`src/hw/rtl/crcrft_pkg.sv`:
```
// ----------------------------------------------------------------------------
// CRC random fault trigger package
// Shared item types, register indexes and the byte-wise CRC-32 update.
// ----------------------------------------------------------------------------
package crcrft_pkg;

  localparam logic [31:0] CRC_POLY          = 32'h04C1_1DB7;
  localparam logic [31:0] MATCH_VALUE_RESET = 32'h294C_EE63;
  localparam logic [31:0] MATCH_MASK_RESET  = 32'h0000_00FF;
  localparam logic [31:0] RUN_COUNT_MAX     = 32'hFFFF_FFFF;
  localparam logic [31:0] RUN_COUNT_FIRST   = 32'h0000_0001;

  localparam int CFG_INDEX_W = 2;
  localparam logic [CFG_INDEX_W-1:0] REG_MATCH_VALUE = CFG_INDEX_W'(0);
  localparam logic [CFG_INDEX_W-1:0] REG_MATCH_MASK  = CFG_INDEX_W'(1);

  typedef enum logic [1:0] {
    OP_START = 2'd0,
    OP_SEED  = 2'd1,
    OP_ALLOC = 2'd2,
    OP_END   = 2'd3
  } op_t;

  typedef struct packed {
    op_t         op;
    logic [7:0]  data_byte;
    logic [63:0] alloc_size;
  } in_item_t;

  typedef struct packed {
    logic        fail;
    logic [31:0] crc_value;
  } out_item_t;

  typedef struct packed {
    logic [31:0] match_value;
    logic [31:0] match_mask;
  } match_cfg_t;

  // Fold one byte into a non-reflected CRC-32, MSB first.
  function automatic logic [31:0] fold_byte(input logic [31:0] crc_in,
                                            input logic [7:0]  data);
    logic [31:0] crc;
    crc = crc_in ^ {data, 24'h0};
    for (int i = 0; i < 8; i++) begin
      if (crc[31]) begin
        crc = {crc[30:0], 1'b0} ^ CRC_POLY;
      end else begin
        crc = {crc[30:0], 1'b0};
      end
    end
    return crc;
  endfunction

endpackage

```
`src/hw/rtl/crcrft_cfg_regs.sv`:
```
// ----------------------------------------------------------------------------
// CRC random fault trigger configuration registers
// Holds the match value and match mask; writes to unknown indexes drop.
// ----------------------------------------------------------------------------
module crcrft_cfg_regs
  import crcrft_pkg::*;
(
  input  logic                   clk,
  input  logic                   rst,
  input  logic                   cfg_valid,
  output logic                   cfg_ready,
  input  logic [CFG_INDEX_W-1:0] cfg_index,
  input  logic [31:0]            cfg_data,
  output match_cfg_t             match_cfg
);

  match_cfg_t regs;

  assign cfg_ready = 1'b1;
  assign match_cfg = regs;

  always_ff @(posedge clk) begin
    if (rst) begin
      regs.match_value <= MATCH_VALUE_RESET;
      regs.match_mask  <= MATCH_MASK_RESET;
    end else if (cfg_valid && cfg_ready) begin
      if (cfg_index == REG_MATCH_VALUE) begin
        regs.match_value <= cfg_data;
      end else if (cfg_index == REG_MATCH_MASK) begin
        regs.match_mask <= cfg_data;
      end
    end
  end

endmodule

```
`src/hw/rtl/crcrft_in_stage.sv`:
```
// ----------------------------------------------------------------------------
// CRC random fault trigger input register
// Captures one input transfer and holds it until the engine takes it.
// ----------------------------------------------------------------------------
module crcrft_in_stage
  import crcrft_pkg::*;
(
  input  logic     clk,
  input  logic     rst,
  input  logic     in_valid,
  output logic     in_stall,
  input  in_item_t in_item,
  input  logic     take,
  output logic     held_valid,
  output in_item_t held_item
);

  logic load;

  assign in_stall = held_valid && !take;
  assign load     = in_valid && !in_stall;

  always_ff @(posedge clk) begin
    if (rst) begin
      held_valid <= 1'b0;
    end else begin
      held_valid <= load || (held_valid && !take);
    end
  end

  always_ff @(posedge clk) begin
    if (load) begin
      held_item <= in_item;
    end
  end

`ifndef SYNTHESIS
  a_hold_untaken: assert property (@(posedge clk) disable iff (rst)
    held_valid && !take |=> held_valid && $stable(held_item))
    else $error("input register lost or changed an untaken item");
`endif

endmodule

```
`src/hw/rtl/crcrft_engine.sv`:
```
// ----------------------------------------------------------------------------
// CRC random fault trigger engine
// Updates CRC, run count and active flag per item and loads the result register.
// ----------------------------------------------------------------------------
module crcrft_engine
  import crcrft_pkg::*;
(
  input  logic       clk,
  input  logic       rst,
  input  logic       held_valid,
  input  in_item_t   held_item,
  output logic       take,
  input  match_cfg_t match_cfg,
  output logic       out_valid,
  input  logic       out_stall,
  output out_item_t  out_item
);

  logic [31:0] crc;
  logic [31:0] run_count;
  logic        active;

  logic [31:0] crc_next;
  logic [31:0] run_count_next;
  logic        active_next;
  logic        fail_next;

  logic [31:0] crc_b0;
  logic [31:0] crc_b1;
  logic [31:0] crc_b2;
  logic        size_hi1;
  logic        size_hi2;

  assign take = held_valid && (!out_valid || !out_stall);

  assign size_hi1 = |held_item.alloc_size[63:8];
  assign size_hi2 = |held_item.alloc_size[63:16];

  always_comb begin
    crc_b0 = fold_byte(crc, held_item.alloc_size[7:0]);
    crc_b1 = size_hi1 ? fold_byte(crc_b0, held_item.alloc_size[15:8]) : crc_b0;
    crc_b2 = size_hi2 ? fold_byte(crc_b1, held_item.alloc_size[23:16]) : crc_b1;
  end

  always_comb begin
    crc_next       = crc;
    run_count_next = run_count;
    active_next    = active;
    fail_next      = 1'b0;
    case (held_item.op)
      OP_START: begin
        crc_next    = '0;
        active_next = 1'b1;
        if (run_count != RUN_COUNT_MAX) begin
          run_count_next = run_count + 32'd1;
        end
      end
      OP_SEED: begin
        crc_next = fold_byte(crc, held_item.data_byte);
      end
      OP_ALLOC: begin
        if (active) begin
          crc_next  = crc_b2;
          fail_next = (((crc_b2 ^ match_cfg.match_value) & match_cfg.match_mask) == '0)
                      && (run_count != RUN_COUNT_FIRST);
        end
      end
      OP_END: begin
        active_next = 1'b0;
      end
      default: begin
        active_next = active;
      end
    endcase
  end

  always_ff @(posedge clk) begin
    if (rst) begin
      crc       <= '0;
      run_count <= '0;
      active    <= 1'b0;
      out_valid <= 1'b0;
    end else begin
      if (take) begin
        crc       <= crc_next;
        run_count <= run_count_next;
        active    <= active_next;
      end
      out_valid <= take || (out_valid && out_stall);
    end
  end

  always_ff @(posedge clk) begin
    if (take) begin
      out_item.fail      <= fail_next;
      out_item.crc_value <= crc_next;
    end
  end

`ifndef SYNTHESIS
  a_crc_matches_state: assert property (@(posedge clk) disable iff (rst)
    out_valid |-> out_item.crc_value == crc)
    else $error("result CRC differs from CRC register");

  a_fail_needs_active: assert property (@(posedge clk) disable iff (rst)
    out_valid && out_item.fail |-> active && run_count != RUN_COUNT_FIRST)
    else $error("failure flagged while inactive or in first run");

  a_take_loads_result: assert property (@(posedge clk) disable iff (rst)
    take |=> out_valid)
    else $error("taken item did not reach the result register");
`endif

endmodule

```
`src/hw/rtl/crc_random_fault_trigger_top.sv`:
```
// ----------------------------------------------------------------------------
// CRC random fault trigger
// Pseudo-random allocation failure decision from a running CRC-32 register.
// ----------------------------------------------------------------------------
//
//   channel  | direction | handshake            | payload
//   ---------+-----------+----------------------+-------------------------------
//   in       | into      | in_valid / in_stall  | in_item  (op, data_byte, size)
//   out      | out of    | out_valid / out_stall| out_item (fail, crc_value)
//   cfg      | into      | cfg_valid / cfg_ready| cfg_index, cfg_data
//
// One item per cycle sustained while out_stall is low; each transfer is held in
// the input register until the engine takes it, then the CRC fold (up to three
// bytes) and fail test run into the result register, which holds the result
// until it transfers.
// Reset (rst, synchronous) clears the CRC, run count, active flag and both
// valid bits, and loads the match registers with their default values.
// A stalled result keeps the input register full; a new transfer is still taken
// while the input register is empty or moving on. Configuration writes are
// always ready; indexes other than match value and match mask are dropped.
//
module crc_random_fault_trigger_top
  import crcrft_pkg::*;
(
  input  logic                   clk,
  input  logic                   rst,
  input  logic                   in_valid,
  output logic                   in_stall,
  input  in_item_t               in_item,
  output logic                   out_valid,
  input  logic                   out_stall,
  output out_item_t              out_item,
  input  logic                   cfg_valid,
  output logic                   cfg_ready,
  input  logic [CFG_INDEX_W-1:0] cfg_index,
  input  logic [31:0]            cfg_data
);

  match_cfg_t match_cfg;
  logic       held_valid;
  in_item_t   held_item;
  logic       take;

  // Match value and mask registers.
  crcrft_cfg_regs u_cfg_regs (
    .clk       (clk),
    .rst       (rst),
    .cfg_valid (cfg_valid),
    .cfg_ready (cfg_ready),
    .cfg_index (cfg_index),
    .cfg_data  (cfg_data),
    .match_cfg (match_cfg)
  );

  // Input register: hold the transfer until the engine takes it.
  crcrft_in_stage u_in_stage (
    .clk        (clk),
    .rst        (rst),
    .in_valid   (in_valid),
    .in_stall   (in_stall),
    .in_item    (in_item),
    .take       (take),
    .held_valid (held_valid),
    .held_item  (held_item)
  );

  // Advance the CRC state and load the result register.
  crcrft_engine u_engine (
    .clk        (clk),
    .rst        (rst),
    .held_valid (held_valid),
    .held_item  (held_item),
    .take       (take),
    .match_cfg  (match_cfg),
    .out_valid  (out_valid),
    .out_stall  (out_stall),
    .out_item   (out_item)
  );

endmodule

```
`config.mk`:
```
export PLATFORM = sky130hd
export DESIGN_NAME = crc_random_fault_trigger_top
export DESIGN_NICKNAME = d
export VERILOG_FILES = /design/src/hw/rtl/crcrft_pkg.sv /design/src/hw/rtl/crcrft_cfg_regs.sv /design/src/hw/rtl/crcrft_in_stage.sv /design/src/hw/rtl/crcrft_engine.sv /design/src/hw/rtl/crc_random_fault_trigger_top.sv
export SDC_FILE = /design/constraint.sdc
export NUM_CORES = 1
export LEC_CHECK = 0
export BUFFER_PORTS_ARGS = -buffer_cell sky130_fd_sc_hd__clkbuf_2
export CAP_MARGIN = 25
export CORE_MARGIN = 1
export CORE_UTILIZATION = 50
export DETAILED_ROUTE_END_ITERATION = 16
export PLACE_DENSITY = 0.66
export SYNTH_ARGS = -nofsm -noshare
export SYNTH_HDL_FRONTEND = slang
export SYNTH_SLANG_ARGS = --single-unit
```
`constraint.sdc`:
```
create_clock -name clk -period 5.1 [get_ports clk]
set_input_delay 0.255 -clock clk [delete_from_list [all_inputs] [get_ports clk]]
set_output_delay 0.255 -clock clk [all_outputs]
set_load 0.05 [all_outputs]
```
==> flow_summary.ini <==
[worst_setup_path]
critical-path-max-stage-delay_ns = 0.57
worst_ep_required_time_ns = 5.48
worstSetupStartpointType = register
worst-path-buf-inv = 1
timing_worst_setup_path_type = register to register
critPathCaptureType = register
critical_path.most_common_cell = sky130_fd_sc_hd__xnor2_1
critical_path.slowest_cell = sky130_fd_sc_hd__xor3_1
timing.critical_path.cells = xor3_1, xnor2_1, xnor3_1, xnor2_1, o21ai_1, xor2_1, buf_12, xnor2_2, xnor3_1, xnor2_1, xor2_1, o22ai_1, or4_1, nor4_2
cp_top_family = XOR/XNOR gates
path_max_fanout = 8
worstPathArrival_ns = 5.31

[die]
rows = 62
die_h_microns = 175
core-area_sq_mm = 0.0290
boundaryPins = 149
fp.dieW_microns = 175
starting_density_pct = 51.3
die_area_sq_mm = 0.0305

[sta]
relSlewSlack_pct = 27.2
worst_pin_slew_ns = 1.08
finalHoldViolations = 0
clock_skew_ns = 0.0170
layout_worst_path_cycle_share_pct = 96.5
slew_violations = 0
fmax_mhz = 203
final.setup.worst_slack_ns = 0.176
setup_violations = 0
min_period_ns = 4.92

[synth]
ys_seq_area_share_pct = 39.2
synthesis.instances = 1490
syn-cell-area_sq_mm = 0.0149
post_synth_most_frequent_cells = sky130_fd_sc_hd__nand2_1, sky130_fd_sc_hd__xnor2_1, sky130_fd_sc_hd__dfxtp_1
synth_top_area_cell = sky130_fd_sc_hd__edfxtp_1
post_synth_num_cell_types = 77
synth.top_cells.by_area = sky130_fd_sc_hd__edfxtp_1, sky130_fd_sc_hd__dfxtp_1, sky130_fd_sc_hd__xnor2_1, sky130_fd_sc_hd__xnor3_1, sky130_fd_sc_hd__nand2_1
yosys.cell_count.top_type = sky130_fd_sc_hd__nand2_1
synth-edff-count = 107
post-synth-top-area-fraction_pct = 21.6
asyncSetResetFlopFracSynth_pct = 0
ys_ff_latch = 238
ys.warnings.count = 0
dominantRegCellSynth = sky130_fd_sc_hd__dfxtp_1
synth_nets = 1610
syn_area_per_cell_sq_um = 9.99

[cells_and_area]
seq_area_sq_mm = 0.00584
postLayoutCoreUtil_pct = 63.8
multi_input_area_sq_mm = 0.00877
n_antenna_cell = 0
design.final.nets = 1897
area_growth_pct = 24.2
layout.filler_cells = 2427
drive_above_1_share_pct = 18.3
stdcell_area_sq_mm = 0.0185

[routing]
detailedRoute.firstIterationViolations = 1294
antenna_violating_nets_post_route = 0
drc = 0
detail_route.first_pass.iterations = 7
routed-via-count = 12300
post_drt_wl_per_cell_microns = 21.6
finalWirelength_microns = 47100
vias_per_cell = 5.63

[clock_tree]
cts_max_path_buffers = 3
path_clk_slew_ns = 0.06
worst_skew_pair.late_latency_ns = 0.55
clock_buffer_count_from_cts = 26
cts_max_level = 1
cts_tree = built
tritoncts_num_sinks = 238
root_buffer = sky130_fd_sc_hd__clkbuf_16

[global_route]
antenna_found_initial = 0
global_route_wire_length_before_repair_microns = 70600
grt_max_degree = 102
overflow = 0
grt_usage_pct = 30.9
number_of_global_route_vias_before_repair = 11800

[place]
place_ws_ns = 0.138
gp_routability_congestion = 0.978
placement.cell_area_sq_mm = 0.0164
buffer_ports.inserted = 147
dp_hpwl_microns = 35200

[run]
maxCapViolations = 0

[worst_hold_path]
path_type_of_the_worst_min_delay_path = primary input to register

[status]
outcome = finished, final reports clean
==> routing by layer <==
layer | wire (microns) | vias up | part of all wire (%) | GRT usage (%)
li1 | - | 5758 | - | -
met2 | 21300 | 554 | 45 | 47.5
met1 | 20200 | 5853 | 43 | 42.9
met4 | 2290 | 0 | 4.9 | 14.5
met3 | 3400 | 109 | 7.2 | 4.61
met5 | 0 | - | 0 | 0
==> stage by stage <==
stage,std cells,TNS (ns),hold WS [ns]
4_1_cts,2176,0,0.0903
2_1_floorplan,1490,0,0.354
5_1_grt,2181,-0.00102,0.111
6_report,2181,0,0.0982
3_5_place_dp,2020,0,0.434
3_3_place_gp,2019,0,0.432
==> cell families (layout without fill, tap and decap cells) <==
logic type	count (synthesis)	count (layout)	synth area share (%)
compound gates	234	234	9.97
xor+xnor	372	372	30.0
fa+ha+maj	7	7	0.588
buf+inv	89	396	2.44
flops	238	238	39.2
mux	17	17	1.35
other cells	1	1	0.0252
simple gates	532	532	16.5
==> worst paths after layout <==
check	startpoint	endpoint	slack [ns]	depth (start not counted)
max	u_engine.crc[22]	u_engine.out_item[32]	0.18	14
min	rst	u_engine.out_valid	0.1	2
max reg2reg	u_engine.crc[22]	u_engine.out_item[32]	0.18	14
min reg2reg	u_cfg_regs.match_cfg[48]	u_cfg_regs.match_cfg[48]	0.46	2
==> registers in the layout, summed over array words and instances (netlist names) <==
register and flops:
u_engine.out_item 33, u_engine.active 1, u_engine.crc 32, u_in_stage.held_item 74, u_engine.out_valid 1, u_cfg_regs.match_cfg 64
u_engine.run_count 32, u_in_stage.held_valid 1
==> worst register-to-register path, cell delays in order, from the launching register on <==
cell                      delay (ns)
sky130_fd_sc_hd__dfxtp_1        0.46
sky130_fd_sc_hd__xor3_1         0.57
sky130_fd_sc_hd__xnor2_1        0.32
sky130_fd_sc_hd__xnor3_1        0.47
sky130_fd_sc_hd__xnor2_1        0.17
sky130_fd_sc_hd__o21ai_1        0.30
sky130_fd_sc_hd__xor2_1         0.27
sky130_fd_sc_hd__buf_12         0.18
sky130_fd_sc_hd__xnor2_2        0.13
sky130_fd_sc_hd__xnor3_1        0.45
sky130_fd_sc_hd__xnor2_1        0.34
sky130_fd_sc_hd__xor2_1         0.21
sky130_fd_sc_hd__o22ai_1        0.09
sky130_fd_sc_hd__or4_1          0.53
sky130_fd_sc_hd__nor4_2         0.27
==> placed cells by master (no fill, tap or decap), types with 12 or more instances in the layout <==
| cell type | count |
|---|---|
| sky130_fd_sc_hd__nand2_1 | 235 |
| sky130_fd_sc_hd__xnor2_1 | 193 |
| sky130_fd_sc_hd__clkbuf_2 | 146 |
| sky130_fd_sc_hd__dfxtp_1 | 128 |
| sky130_fd_sc_hd__nor2_1 | 124 |
| sky130_fd_sc_hd__dlygate4sd3_1 | 108 |
| sky130_fd_sc_hd__edfxtp_1 | 107 |
| sky130_fd_sc_hd__xor2_1 | 84 |
| sky130_fd_sc_hd__buf_4 | 77 |
| sky130_fd_sc_hd__a21oi_1 | 74 |
| sky130_fd_sc_hd__o21ai_0 | 53 |
| sky130_fd_sc_hd__xnor3_1 | 49 |
| sky130_fd_sc_hd__nand3_1 | 29 |
| sky130_fd_sc_hd__nand3b_1 | 27 |
| sky130_fd_sc_hd__clkbuf_16 | 27 |
| sky130_fd_sc_hd__nor4_1 | 25 |
| sky130_fd_sc_hd__nor3_1 | 23 |
| sky130_fd_sc_hd__a22oi_1 | 18 |
| sky130_fd_sc_hd__xnor2_2 | 14 |
| sky130_fd_sc_hd__nand4_1 | 13 |
| sky130_fd_sc_hd__inv_1 | 13 |
| sky130_fd_sc_hd__a211oi_1 | 13 |
| sky130_fd_sc_hd__and2_1 | 12 |
==> final cells by class <==
type / instances / share of cell area, %
clock buffer: 33 / 3.99
clock inverter: 15 / 0.879
inverter: 14 / 0.284
multi-input combinational: 1163 / 47.4
sequential: 238 / 31.6
tap: 384 / 2.60
timing repair buffer: 334 / 13.3
==> repair_timing <==
item                                    4_1_cts  5_1_grt
hold endpoints to repair                    140        0
endpoints found under the setup margin        0        2
resized for setup                             0       13
buffers inserted                              0        5
hold buffers                                108        0
Power is not shown: default switching activity piles up to over one toggle a cycle in this logic, so the estimate is an artifact.
